### src/hdl/nra_pkg.sv
// ----------------------------------------------------------------------------
// nra_pkg
// Shared constants for the name range allocator: defaults, opcodes, status.
// ----------------------------------------------------------------------------
package nra_pkg;

  localparam int DEF_MAX_INTERVALS = 16;
  localparam int DEF_NAME_BITS     = 32;

  localparam logic [1:0] OP_ALLOC = 2'd0;
  localparam logic [1:0] OP_BIND  = 2'd1;
  localparam logic [1:0] OP_FREE  = 2'd2;
  localparam logic [1:0] OP_QUERY = 2'd3;

  localparam logic [2:0] ST_OK       = 3'd0;
  localparam logic [2:0] ST_INVALID  = 3'd1;
  localparam logic [2:0] ST_NEGATIVE = 3'd2;
  localparam logic [2:0] ST_NOT_FREE = 3'd3;
  localparam logic [2:0] ST_FULL     = 3'd4;

endpackage

### src/hdl/nra_if.sv
// ----------------------------------------------------------------------------
// nra_req_if / nra_rsp_if
// Valid/ready channels for requests and responses of the allocator.
// ----------------------------------------------------------------------------
interface nra_req_if;
  logic               valid;
  logic               ready;
  logic [1:0]         opcode;
  logic [31:0]        name;
  logic signed [31:0] count;
  logic               in_begin_end;
  modport source (output valid, opcode, name, count, in_begin_end, input ready);
  modport sink   (input valid, opcode, name, count, in_begin_end, output ready);
endinterface

interface nra_rsp_if;
  logic        valid;
  logic        ready;
  logic [31:0] first_name;
  logic        in_use;
  logic [2:0]  status;
  modport source (output valid, first_name, in_use, status, input ready);
  modport sink   (input valid, first_name, in_use, status, output ready);
endinterface

### src/hdl/nra_table.sv
// ----------------------------------------------------------------------------
// nra_table
// Interval memory: one write port, one read port with registered data.
// Entry 0 reads as the full range until it is first written.
// ----------------------------------------------------------------------------
module nra_table
  import nra_pkg::*;
#(
  parameter int MAX_INTERVALS = DEF_MAX_INTERVALS,
  parameter int NAME_BITS     = DEF_NAME_BITS,
  localparam int AW = (MAX_INTERVALS > 1) ? $clog2(MAX_INTERVALS) : 1
) (
  input  logic                 clk,
  input  logic                 rst,
  input  logic [AW-1:0]        raddr,
  input  logic                 we,
  input  logic [AW-1:0]        waddr,
  input  logic [NAME_BITS-1:0] wstart,
  input  logic [NAME_BITS-1:0] wend,
  output logic [NAME_BITS-1:0] rstart,
  output logic [NAME_BITS-1:0] rend
);

  logic [NAME_BITS-1:0] mem_start [MAX_INTERVALS];
  logic [NAME_BITS-1:0] mem_end   [MAX_INTERVALS];
  logic [NAME_BITS-1:0] rd_start;
  logic [NAME_BITS-1:0] rd_end;
  logic                 init0;
  logic                 rd_init;

  always_ff @(posedge clk) begin
    if (we) begin
      mem_start[waddr] <= wstart;
      mem_end[waddr]   <= wend;
    end
    rd_start <= mem_start[raddr];
    rd_end   <= mem_end[raddr];
  end

  // entry 0 holds the reset interval until its first write
  always_ff @(posedge clk) begin
    if (rst) begin
      init0   <= 1'b1;
      rd_init <= 1'b0;
    end else begin
      rd_init <= init0 && (raddr == '0);
      if (we && waddr == '0) begin
        init0 <= 1'b0;
      end
    end
  end

  assign rstart = rd_init ? NAME_BITS'(1) : rd_start;
  assign rend   = rd_init ? {NAME_BITS{1'b1}} : rd_end;

endmodule

### src/hdl/name_range_allocator.sv
// ----------------------------------------------------------------------------
// name_range_allocator
// First-fit allocator of contiguous names over a sorted table of free
// intervals, with bind, free (merging) and query operations.
// ----------------------------------------------------------------------------
// Usage:
//   req carries one operation per item (opcode, name, count, in_begin_end);
//   rsp returns exactly one item per request (first_name, in_use, status).
//   Both are valid/ready channels; an item moves when valid and ready are high.
// Timing:
//   The interval table sits in a single-port-write, registered-read memory.
//   An operation scans the table, with a read state and an evaluate state per
//   interval visited, then moves trailing intervals, with a read and a write state
//   each, when an entry is removed or inserted, then writes up to two new entries.
//   Requests rejected at decode and trivial operations skip the scan entirely.
//   One operation is in flight at a time; the next request is taken once the
//   previous result sits in the output register.
// Reset:
//   rst (synchronous) leaves one free interval [1, 2^NAME_BITS-1]; no clearing
//   pass is needed.
// Stall:
//   A result waiting on rsp.ready holds in the output register; a following
//   request may be accepted and worked on, but completes only once rsp drains.
// ----------------------------------------------------------------------------
module name_range_allocator
  import nra_pkg::*;
#(
  parameter int MAX_INTERVALS = DEF_MAX_INTERVALS,
  parameter int NAME_BITS     = DEF_NAME_BITS
) (
  input logic      clk,
  input logic      rst,
  nra_req_if.sink  req,
  nra_rsp_if.source rsp
);

  localparam int W  = NAME_BITS;
  localparam int AW = (MAX_INTERVALS > 1) ? $clog2(MAX_INTERVALS) : 1;
  localparam int CW = $clog2(MAX_INTERVALS + 1);
  localparam logic [W-1:0] NAME_MAX = {W{1'b1}};

  typedef enum logic [2:0] {
    S_IDLE, S_RD, S_EV, S_PLAN, S_MRD, S_MWR, S_NEW, S_DONE
  } state_t;

  state_t        state;
  logic [1:0]    op;
  logic [W-1:0]  nm;
  logic [30:0]   cnt;
  logic [W-1:0]  lo, hi;
  logic [CW-1:0] k, tab_cnt, idx_i, idx_j, src, dst, src_stop;
  logic [1:0]    nn;
  logic          asc, ifound, second;
  logic [W-1:0]  ms, me, new_s0, new_e0, new_s1, new_e1;
  logic [W-1:0]  res_first;
  logic          res_use;
  logic [2:0]    res_status;

  logic [AW-1:0] raddr, waddr;
  logic          we;
  logic [W-1:0]  wstart, wend, rs, re;

  // request decode
  logic [W-1:0]  in_nm;
  logic [32:0]   in_hi33;
  logic [W-1:0]  in_hi, in_lo;
  assign in_nm   = req.name[W-1:0];
  assign in_hi33 = 33'(in_nm) + 33'(req.count[30:0]) - 33'd1;
  assign in_hi   = (in_hi33 > 33'(NAME_MAX)) ? NAME_MAX : in_hi33[W-1:0];
  assign in_lo   = (in_nm == '0) ? W'(1) : in_nm;

  // scan comparisons on the entry just read
  logic          fits, exact, holds, reach_lo, past_hi;
  logic [W:0]    e_p1, hi_p1;
  assign fits     = 33'(re - rs) >= (33'(cnt) - 33'd1);
  assign exact    = 33'(re - rs) == (33'(cnt) - 33'd1);
  assign holds    = (rs <= nm) && (nm <= re);
  assign e_p1     = (W+1)'(re) + (W+1)'(1);
  assign hi_p1    = (W+1)'(hi) + (W+1)'(1);
  assign reach_lo = e_p1 >= (W+1)'(lo);
  assign past_hi  = (W+1)'(rs) > hi_p1;

  // edit planning
  logic [CW:0]   dst0, keep_cnt;
  assign dst0     = (CW+1)'(idx_i) + (CW+1)'(nn);
  assign keep_cnt = dst0 + (CW+1)'(tab_cnt) - (CW+1)'(idx_j);

  logic [CW:0]   fr_need;
  assign fr_need = (CW+1)'(ifound ? idx_i : k) + (CW+1)'(1) + (CW+1)'(tab_cnt)
                   - (CW+1)'(k);

  assign req.ready = (state == S_IDLE);

  always_comb begin
    raddr  = (state == S_MRD) ? src[AW-1:0] : k[AW-1:0];
    we     = 1'b0;
    waddr  = dst[AW-1:0];
    wstart = rs;
    wend   = re;
    if (state == S_MWR) begin
      we = 1'b1;
    end else if (state == S_NEW) begin
      we     = (nn != 2'd0);
      waddr  = second ? AW'(idx_i + CW'(1)) : idx_i[AW-1:0];
      wstart = second ? new_s1 : new_s0;
      wend   = second ? new_e1 : new_e0;
    end
  end

  nra_table #(.MAX_INTERVALS(MAX_INTERVALS), .NAME_BITS(NAME_BITS)) u_table (
    .clk(clk), .rst(rst), .raddr(raddr), .we(we), .waddr(waddr),
    .wstart(wstart), .wend(wend), .rstart(rs), .rend(re)
  );

  always_ff @(posedge clk) begin
    if (rst) begin
      state     <= S_IDLE;
      tab_cnt   <= CW'(1);
      rsp.valid <= 1'b0;
    end else begin
      if (rsp.valid && rsp.ready) begin
        rsp.valid <= 1'b0;
      end
      case (state)
        S_IDLE: begin
          if (req.valid) begin
            op         <= req.opcode;
            nm         <= in_nm;
            cnt        <= req.count[30:0];
            lo         <= in_lo;
            hi         <= in_hi;
            ms         <= in_lo;
            me         <= in_hi;
            k          <= '0;
            ifound     <= 1'b0;
            second     <= 1'b0;
            res_first  <= '0;
            res_use    <= 1'b0;
            res_status <= ST_OK;
            state      <= S_RD;
            if (req.in_begin_end) begin
              res_status <= ST_INVALID;
              state      <= S_DONE;
            end else if ((req.opcode == OP_ALLOC || req.opcode == OP_FREE)
                         && req.count[31]) begin
              res_status <= ST_NEGATIVE;
              state      <= S_DONE;
            end else if ((req.opcode == OP_ALLOC || req.opcode == OP_FREE)
                         && req.count[30:0] == '0) begin
              state <= S_DONE;
            end else if (req.opcode == OP_FREE && in_lo > in_hi) begin
              state <= S_DONE;
            end
          end
        end
        S_RD: begin
          if (k == tab_cnt) begin
            // end of table
            state <= S_DONE;
            case (op)
              OP_BIND:  res_status <= ST_NOT_FREE;
              OP_QUERY: res_use    <= 1'b1;
              OP_FREE: begin
                if (!ifound) begin
                  idx_i <= k;
                end
                idx_j <= k;
                state <= S_PLAN;
                if ((CW+1)'(ifound ? idx_i : k) + (CW+1)'(1) > (CW+1)'(MAX_INTERVALS)) begin
                  res_status <= ST_FULL;
                  state      <= S_DONE;
                end
              end
              default: ;
            endcase
          end else begin
            state <= S_EV;
          end
        end
        S_EV: begin
          k     <= k + CW'(1);
          state <= S_RD;
          idx_i <= k;
          idx_j <= k + CW'(1);
          case (op)
            OP_ALLOC: begin
              if (fits) begin
                res_first <= rs;
                nn        <= exact ? 2'd0 : 2'd1;
                new_s0    <= rs + W'(cnt);
                new_e0    <= re;
                state     <= S_PLAN;
              end
            end
            OP_QUERY: begin
              if (holds) begin
                state <= S_DONE;
              end
            end
            OP_BIND: begin
              if (holds) begin
                state <= S_PLAN;
                if (rs == nm && re == nm) begin
                  nn <= 2'd0;
                end else if (rs == nm) begin
                  nn     <= 2'd1;
                  new_s0 <= nm + W'(1);
                  new_e0 <= re;
                end else if (re == nm) begin
                  nn     <= 2'd1;
                  new_s0 <= rs;
                  new_e0 <= nm - W'(1);
                end else if (tab_cnt == CW'(MAX_INTERVALS)) begin
                  res_status <= ST_FULL;
                  state      <= S_DONE;
                end else begin
                  nn     <= 2'd2;
                  new_s0 <= rs;
                  new_e0 <= nm - W'(1);
                  new_s1 <= nm + W'(1);
                  new_e1 <= re;
                end
              end
            end
            default: begin
              // free: find the first touching interval, then the first past hi+1
              if (!ifound) begin
                idx_i <= k;
              end else begin
                idx_i <= idx_i;
              end
              if (ifound || reach_lo) begin
                ifound <= 1'b1;
                if (past_hi) begin
                  idx_j <= k;
                  k     <= k;
                  state <= S_PLAN;
                  if (fr_need > (CW+1)'(MAX_INTERVALS)) begin
                    res_status <= ST_FULL;
                    state      <= S_DONE;
                  end
                end else begin
                  if (!ifound && rs < lo) begin
                    ms <= rs;
                  end
                  if (re > hi) begin
                    me <= re;
                  end
                end
              end
            end
          endcase
        end
        S_PLAN: begin
          if (op == OP_FREE) begin
            nn     <= 2'd1;
            new_s0 <= ms;
            new_e0 <= me;
          end
          tab_cnt <= CW'(keep_cnt);
          state   <= S_MRD;
          if (op == OP_FREE) begin
            if (dst0 + (CW+1)'(1) - (CW+1)'(nn) < (CW+1)'(idx_j)) begin
              asc <= 1'b1;
            end else begin
              asc <= 1'b0;
            end
          end else begin
            asc <= dst0 < (CW+1)'(idx_j);
          end
          if (idx_j == tab_cnt
              || (op == OP_FREE ? (idx_i + CW'(1)) : CW'(dst0)) == idx_j) begin
            state <= S_NEW;
          end else if ((op == OP_FREE ? (idx_i + CW'(1)) : CW'(dst0)) < idx_j) begin
            src      <= idx_j;
            dst      <= (op == OP_FREE) ? idx_i + CW'(1) : CW'(dst0);
            src_stop <= tab_cnt - CW'(1);
          end else begin
            src      <= tab_cnt - CW'(1);
            dst      <= tab_cnt - CW'(1) + ((op == OP_FREE) ? idx_i + CW'(1) : CW'(dst0))
                        - idx_j;
            src_stop <= idx_j;
          end
          if (op == OP_FREE) begin
            tab_cnt <= idx_i + CW'(1) + tab_cnt - idx_j;
          end
        end
        S_MRD: state <= S_MWR;
        S_MWR: begin
          state <= S_MRD;
          if (src == src_stop) begin
            state <= S_NEW;
          end else if (asc) begin
            src <= src + CW'(1);
            dst <= dst + CW'(1);
          end else begin
            src <= src - CW'(1);
            dst <= dst - CW'(1);
          end
        end
        S_NEW: begin
          // the table is written while in this state, one new entry per pass, when entries are due
          if (nn == 2'd2 && !second) begin
            second <= 1'b1;
          end else begin
            state <= S_DONE;
          end
        end
        S_DONE: begin
          if (!rsp.valid || rsp.ready) begin
            rsp.valid      <= 1'b1;
            rsp.first_name <= 32'(res_first);
            rsp.in_use     <= res_use;
            rsp.status     <= res_status;
            state          <= S_IDLE;
          end
        end
        default: state <= S_IDLE;
      endcase
    end
  end

endmodule

### src/flat_wrapper.sv
// flat-port wrapper written by rule: the top's interface ports become plain ports
module name_range_allocator_flat import nra_pkg::*;
#(
  parameter int MAX_INTERVALS = DEF_MAX_INTERVALS,
  parameter int NAME_BITS     = DEF_NAME_BITS
)
  (clk, rst, req_valid, req_opcode, req_name, req_count, req_in_begin_end, req_ready, rsp_valid, rsp_first_name, rsp_in_use, rsp_status, rsp_ready);
  nra_req_if req_i ();
  nra_rsp_if rsp_i ();
  input logic clk;
  input logic rst;
  input wire logic [$bits(req_i.valid)-1:0] req_valid;
  input wire logic [$bits(req_i.opcode)-1:0] req_opcode;
  input wire logic [$bits(req_i.name)-1:0] req_name;
  input wire logic [$bits(req_i.count)-1:0] req_count;
  input wire logic [$bits(req_i.in_begin_end)-1:0] req_in_begin_end;
  output wire logic [$bits(req_i.ready)-1:0] req_ready;
  output wire logic [$bits(rsp_i.valid)-1:0] rsp_valid;
  output wire logic [$bits(rsp_i.first_name)-1:0] rsp_first_name;
  output wire logic [$bits(rsp_i.in_use)-1:0] rsp_in_use;
  output wire logic [$bits(rsp_i.status)-1:0] rsp_status;
  input wire logic [$bits(rsp_i.ready)-1:0] rsp_ready;
  assign req_i.valid = req_valid;
  assign req_i.opcode = req_opcode;
  assign req_i.name = req_name;
  assign req_i.count = req_count;
  assign req_i.in_begin_end = req_in_begin_end;
  assign req_ready = req_i.ready;
  assign rsp_valid = rsp_i.valid;
  assign rsp_first_name = rsp_i.first_name;
  assign rsp_in_use = rsp_i.in_use;
  assign rsp_status = rsp_i.status;
  assign rsp_i.ready = rsp_ready;
  name_range_allocator #(.MAX_INTERVALS(MAX_INTERVALS), .NAME_BITS(NAME_BITS)) u_core (.clk(clk), .rst(rst), .req(req_i), .rsp(rsp_i));
endmodule
### config.mk
export PLATFORM = sky130hd
export DESIGN_NAME = name_range_allocator_flat
export DESIGN_NICKNAME = d
export VERILOG_FILES = /design/src/hdl/nra_pkg.sv /design/src/hdl/nra_if.sv /design/src/hdl/nra_table.sv /design/src/hdl/name_range_allocator.sv /design/src/flat_wrapper.sv
export SDC_FILE = /design/constraint.sdc
export NUM_CORES = 2
export LEC_CHECK = 0
export BUFFER_PORTS_ARGS = -buffer_cell sky130_fd_sc_hd__buf_2
export CAP_MARGIN = 15
export CORE_ASPECT_RATIO = 0.8
export CORE_MARGIN = 5
export CORE_UTILIZATION = 38
export DETAILED_ROUTE_END_ITERATION = 10
export PLACE_DENSITY_LB_ADDON = 0.3
export SLEW_MARGIN = 15
export SYNTH_ARGS = -nofsm -noshare
export SYNTH_HDL_FRONTEND = slang
export SYNTH_SLANG_ARGS = --single-unit
### constraint.sdc
create_clock -name clk -period 17.5 [get_ports clk]
set_clock_uncertainty 0.2 [all_clocks]
set_input_delay 3.5 -clock clk [delete_from_list [all_inputs] [get_ports clk]]
set_output_delay 3.5 -clock clk [all_outputs]
set_load 0.02 [all_outputs]
==> run metrics <==
outcome finished, final reports clean; post-DP HPWL 159 mm; Initial Utilization 38.2%; number of enable flip-flop cells after synthesis 1451; Fillers 18779; min-delay src u_core.res_first[11]; Switching Fraction 41.4%; PostCTS Resize Cnt 0; Die Wd 512 um; I/O Buffers 108; Top Family by Delay on Critical Path compound AO/OA/AOI/OAI gates; post-CTS setup buffer count 0; cell with the most instances after synthesis edfxtp_1; n_diodes 0; Core Footprint 200000 um2; vias per inst 5.63; maxcap violations 0; synth cell count leaders 1451 x edfxtp_1, 1191 x nand2_1, 441 x ha_1; TritonCTS clock tree built; Final Power 0.0152 W; Final Max Slew Viols 0; setup TNS 0 ns; row cnt 147; combinational power share 44.6%; Ys Warns 0; number of nets in the layout 7366; fmax 99.4 MHz; Reg power frac 34.0%; root buf cell clkbuf_16; final worst path period share 57.5%; ratio of cells with drive above 1 in the final layout 8.08%; Area Overhead vs Synth 11.7%; post-synth top area share 56.9%; Worst EP required 17.73 ns; clock power share 21.4%; Pint 0.00893 W; DRC 0; Setup crit start u_core.u_table.rd_init; Primary FF master, synth edfxtp_1; WL final 240 mm; sequential cell area fraction in the yosys report 58.9%; Mean Syn Cell Area 11.3 um2; crit path kind reg -> reg; first-pass GRT wire length 347 mm; Final min period 10.06 ns; Synth cell types 81; CTS Hold Bufs 0; IO Pins 109; worst path arrival time 10.29 ns; Max transition margin 15.7%; # clock sinks 1526; later-pin clock latency in the skew report 0.82 ns; VDD IR max 0.000134 V; largest stage delay on the critical path 0.87 ns; Post-Syn Nets 7323; antenna violations before repair 8; Clk pin slew, worst setup/hold paths 0.07 ns; Final Setup Violations 0; unrepaired setup endpoints after global routing false; CP Capture Type flop; DRT Pass-1 Iters 6; GPL Wtd Cong 0.964; number of H-tree levels 4; TritonCTS buffer count 150; worst path bufs/invs 4; worst slew pin tran 1.25 ns; Synth area leader edfxtp_1; vias in the first global route 50382; Pleak 32.1 nW; P_sw 0.00630 W; CP max stage cell nor4_1; WL/cell 24.9 um; Iter 0 DRT Violations 5877; largest net degree at the start of global routing 161; largest fanout on the critical path 50; synth top area cells edfxtp_1 57%, ha_1 7.2%, nand2_1 5.8%, xnor2_1 2.5%, a21oi_1 2.4%; Crit Reg-Reg Startpoint u_core.u_table.rd_init; Tot GR Track Use 22.0%; PD cells 178 nW/um2; Synth Register Bits 1526; full die area 211000 um2; aggregate global routing overflow 0; Final Hold Vio Count 0; Top Registers u_core.u_table.mem_end: 512 flops, u_core.u_table.mem_start: 512 flops; CP startpoint kind flop; mapped cell area 76500 um2; Via Count 54231; worst hold path class reg -> reg; die height 411 um; CTS max path bufs 3; remaining antenna violation count 0; Cells after Synth 6788; Async SR Flop Fraction 0%
==> placed cells by master, fill, tap and decap left out, types with 98 or more instances in the layout <==
master	instances
edfxtp_1	1451
nand2_1	1190
ha_1	440
inv_1	410
a21oi_1	351
nor2_1	314
nand3_1	279
xnor2_1	220
o21ai_0	198
a21o_1	168
and3_1	150
clkbuf_16	150
a311oi_1	132
buf_4	131
buf_2	108
mux2i_1	98
==> path summary, 6_finish.rpt <==
kind                                             endpoint  slack, ns  cells past startpoint
worst max-delay path                     u_core.new_s0[4]       7.44                     26
worst min register to register  u_core.rsp.first_name[11]       0.22                      0
worst max register to register           u_core.new_s0[4]       7.44                     26
worst min-delay path            u_core.rsp.first_name[11]       0.22                      0
==> power groups by stage <==
stage / registers [W] / logic (W) / clock network, W
6_report: 0.00517 / 0.00679 / 0.00326
5_1_grt: 0.00519 / 0.00741 / 0.00347
4_1_cts: 0.00518 / 0.00667 / 0.00331
3_5_place_dp: 0.00525 / 0.00662 / 0
3_3_place_gp: 0.00525 / 0.00654 / 0
2_1_floorplan: 0.00512 / 0.00440 / 0
==> final cells by class <==
type / count / area (um2) / area share, %
flip-flops and latches: 1526 / 45100 / 52.7
well taps: 2682 / 3360 / 3.93
multi-input cells: 4495 / 29000 / 33.9
inverters: 415 / 1560 / 1.82
clock inverters: 80 / 871 / 1.02
repair buffers: 243 / 1600 / 1.88
clock buffers: 200 / 4040 / 4.73
==> per-stage QoR <==
stage               utilization (%)  cell area [um2]  worst slack, ns  std cells  hold slack, ns
global route                   42.6            85500             7.09       9641           0.223
detailed placement             40.1            80500             6.91       9358           0.205
finish                         42.6            85500             7.44       9641           0.221
global placement               40.1            80400             6.41       9357           0.203
floorplan                         -            76500             3.25       6788           0.200
CTS                            42.6            85400             7.78       9638           0.221
==> per-layer routing <==
layer / routed length [um] / track usage (%) / vias up
li1: - / - / 24767
met1: 111000 / 33.3 / 27003
met2: 105000 / 33.0 / 2183
met3: 19700 / 3.74 / 278
met4: 4780 / 4.84 / 0
met5: 0 / 0 / -
==> logic make-up (layout without fill, tap and decap cells) <==
group                      count (synthesis)  in the layout  synth area share (%)
xor gates and xnor gates                 280            280                  3.20
muxes                                    106            106                  1.40
and+or+nand+nor                         2442           2442                  14.5
DFF                                     1526           1526                  58.9
AOI/OAI and AO/OA                       1203           1203                  10.4
buffers and inverters                    767            938                  3.79
adders and majority gates                464            464                  7.81
(Power assumes the default switching activity.)
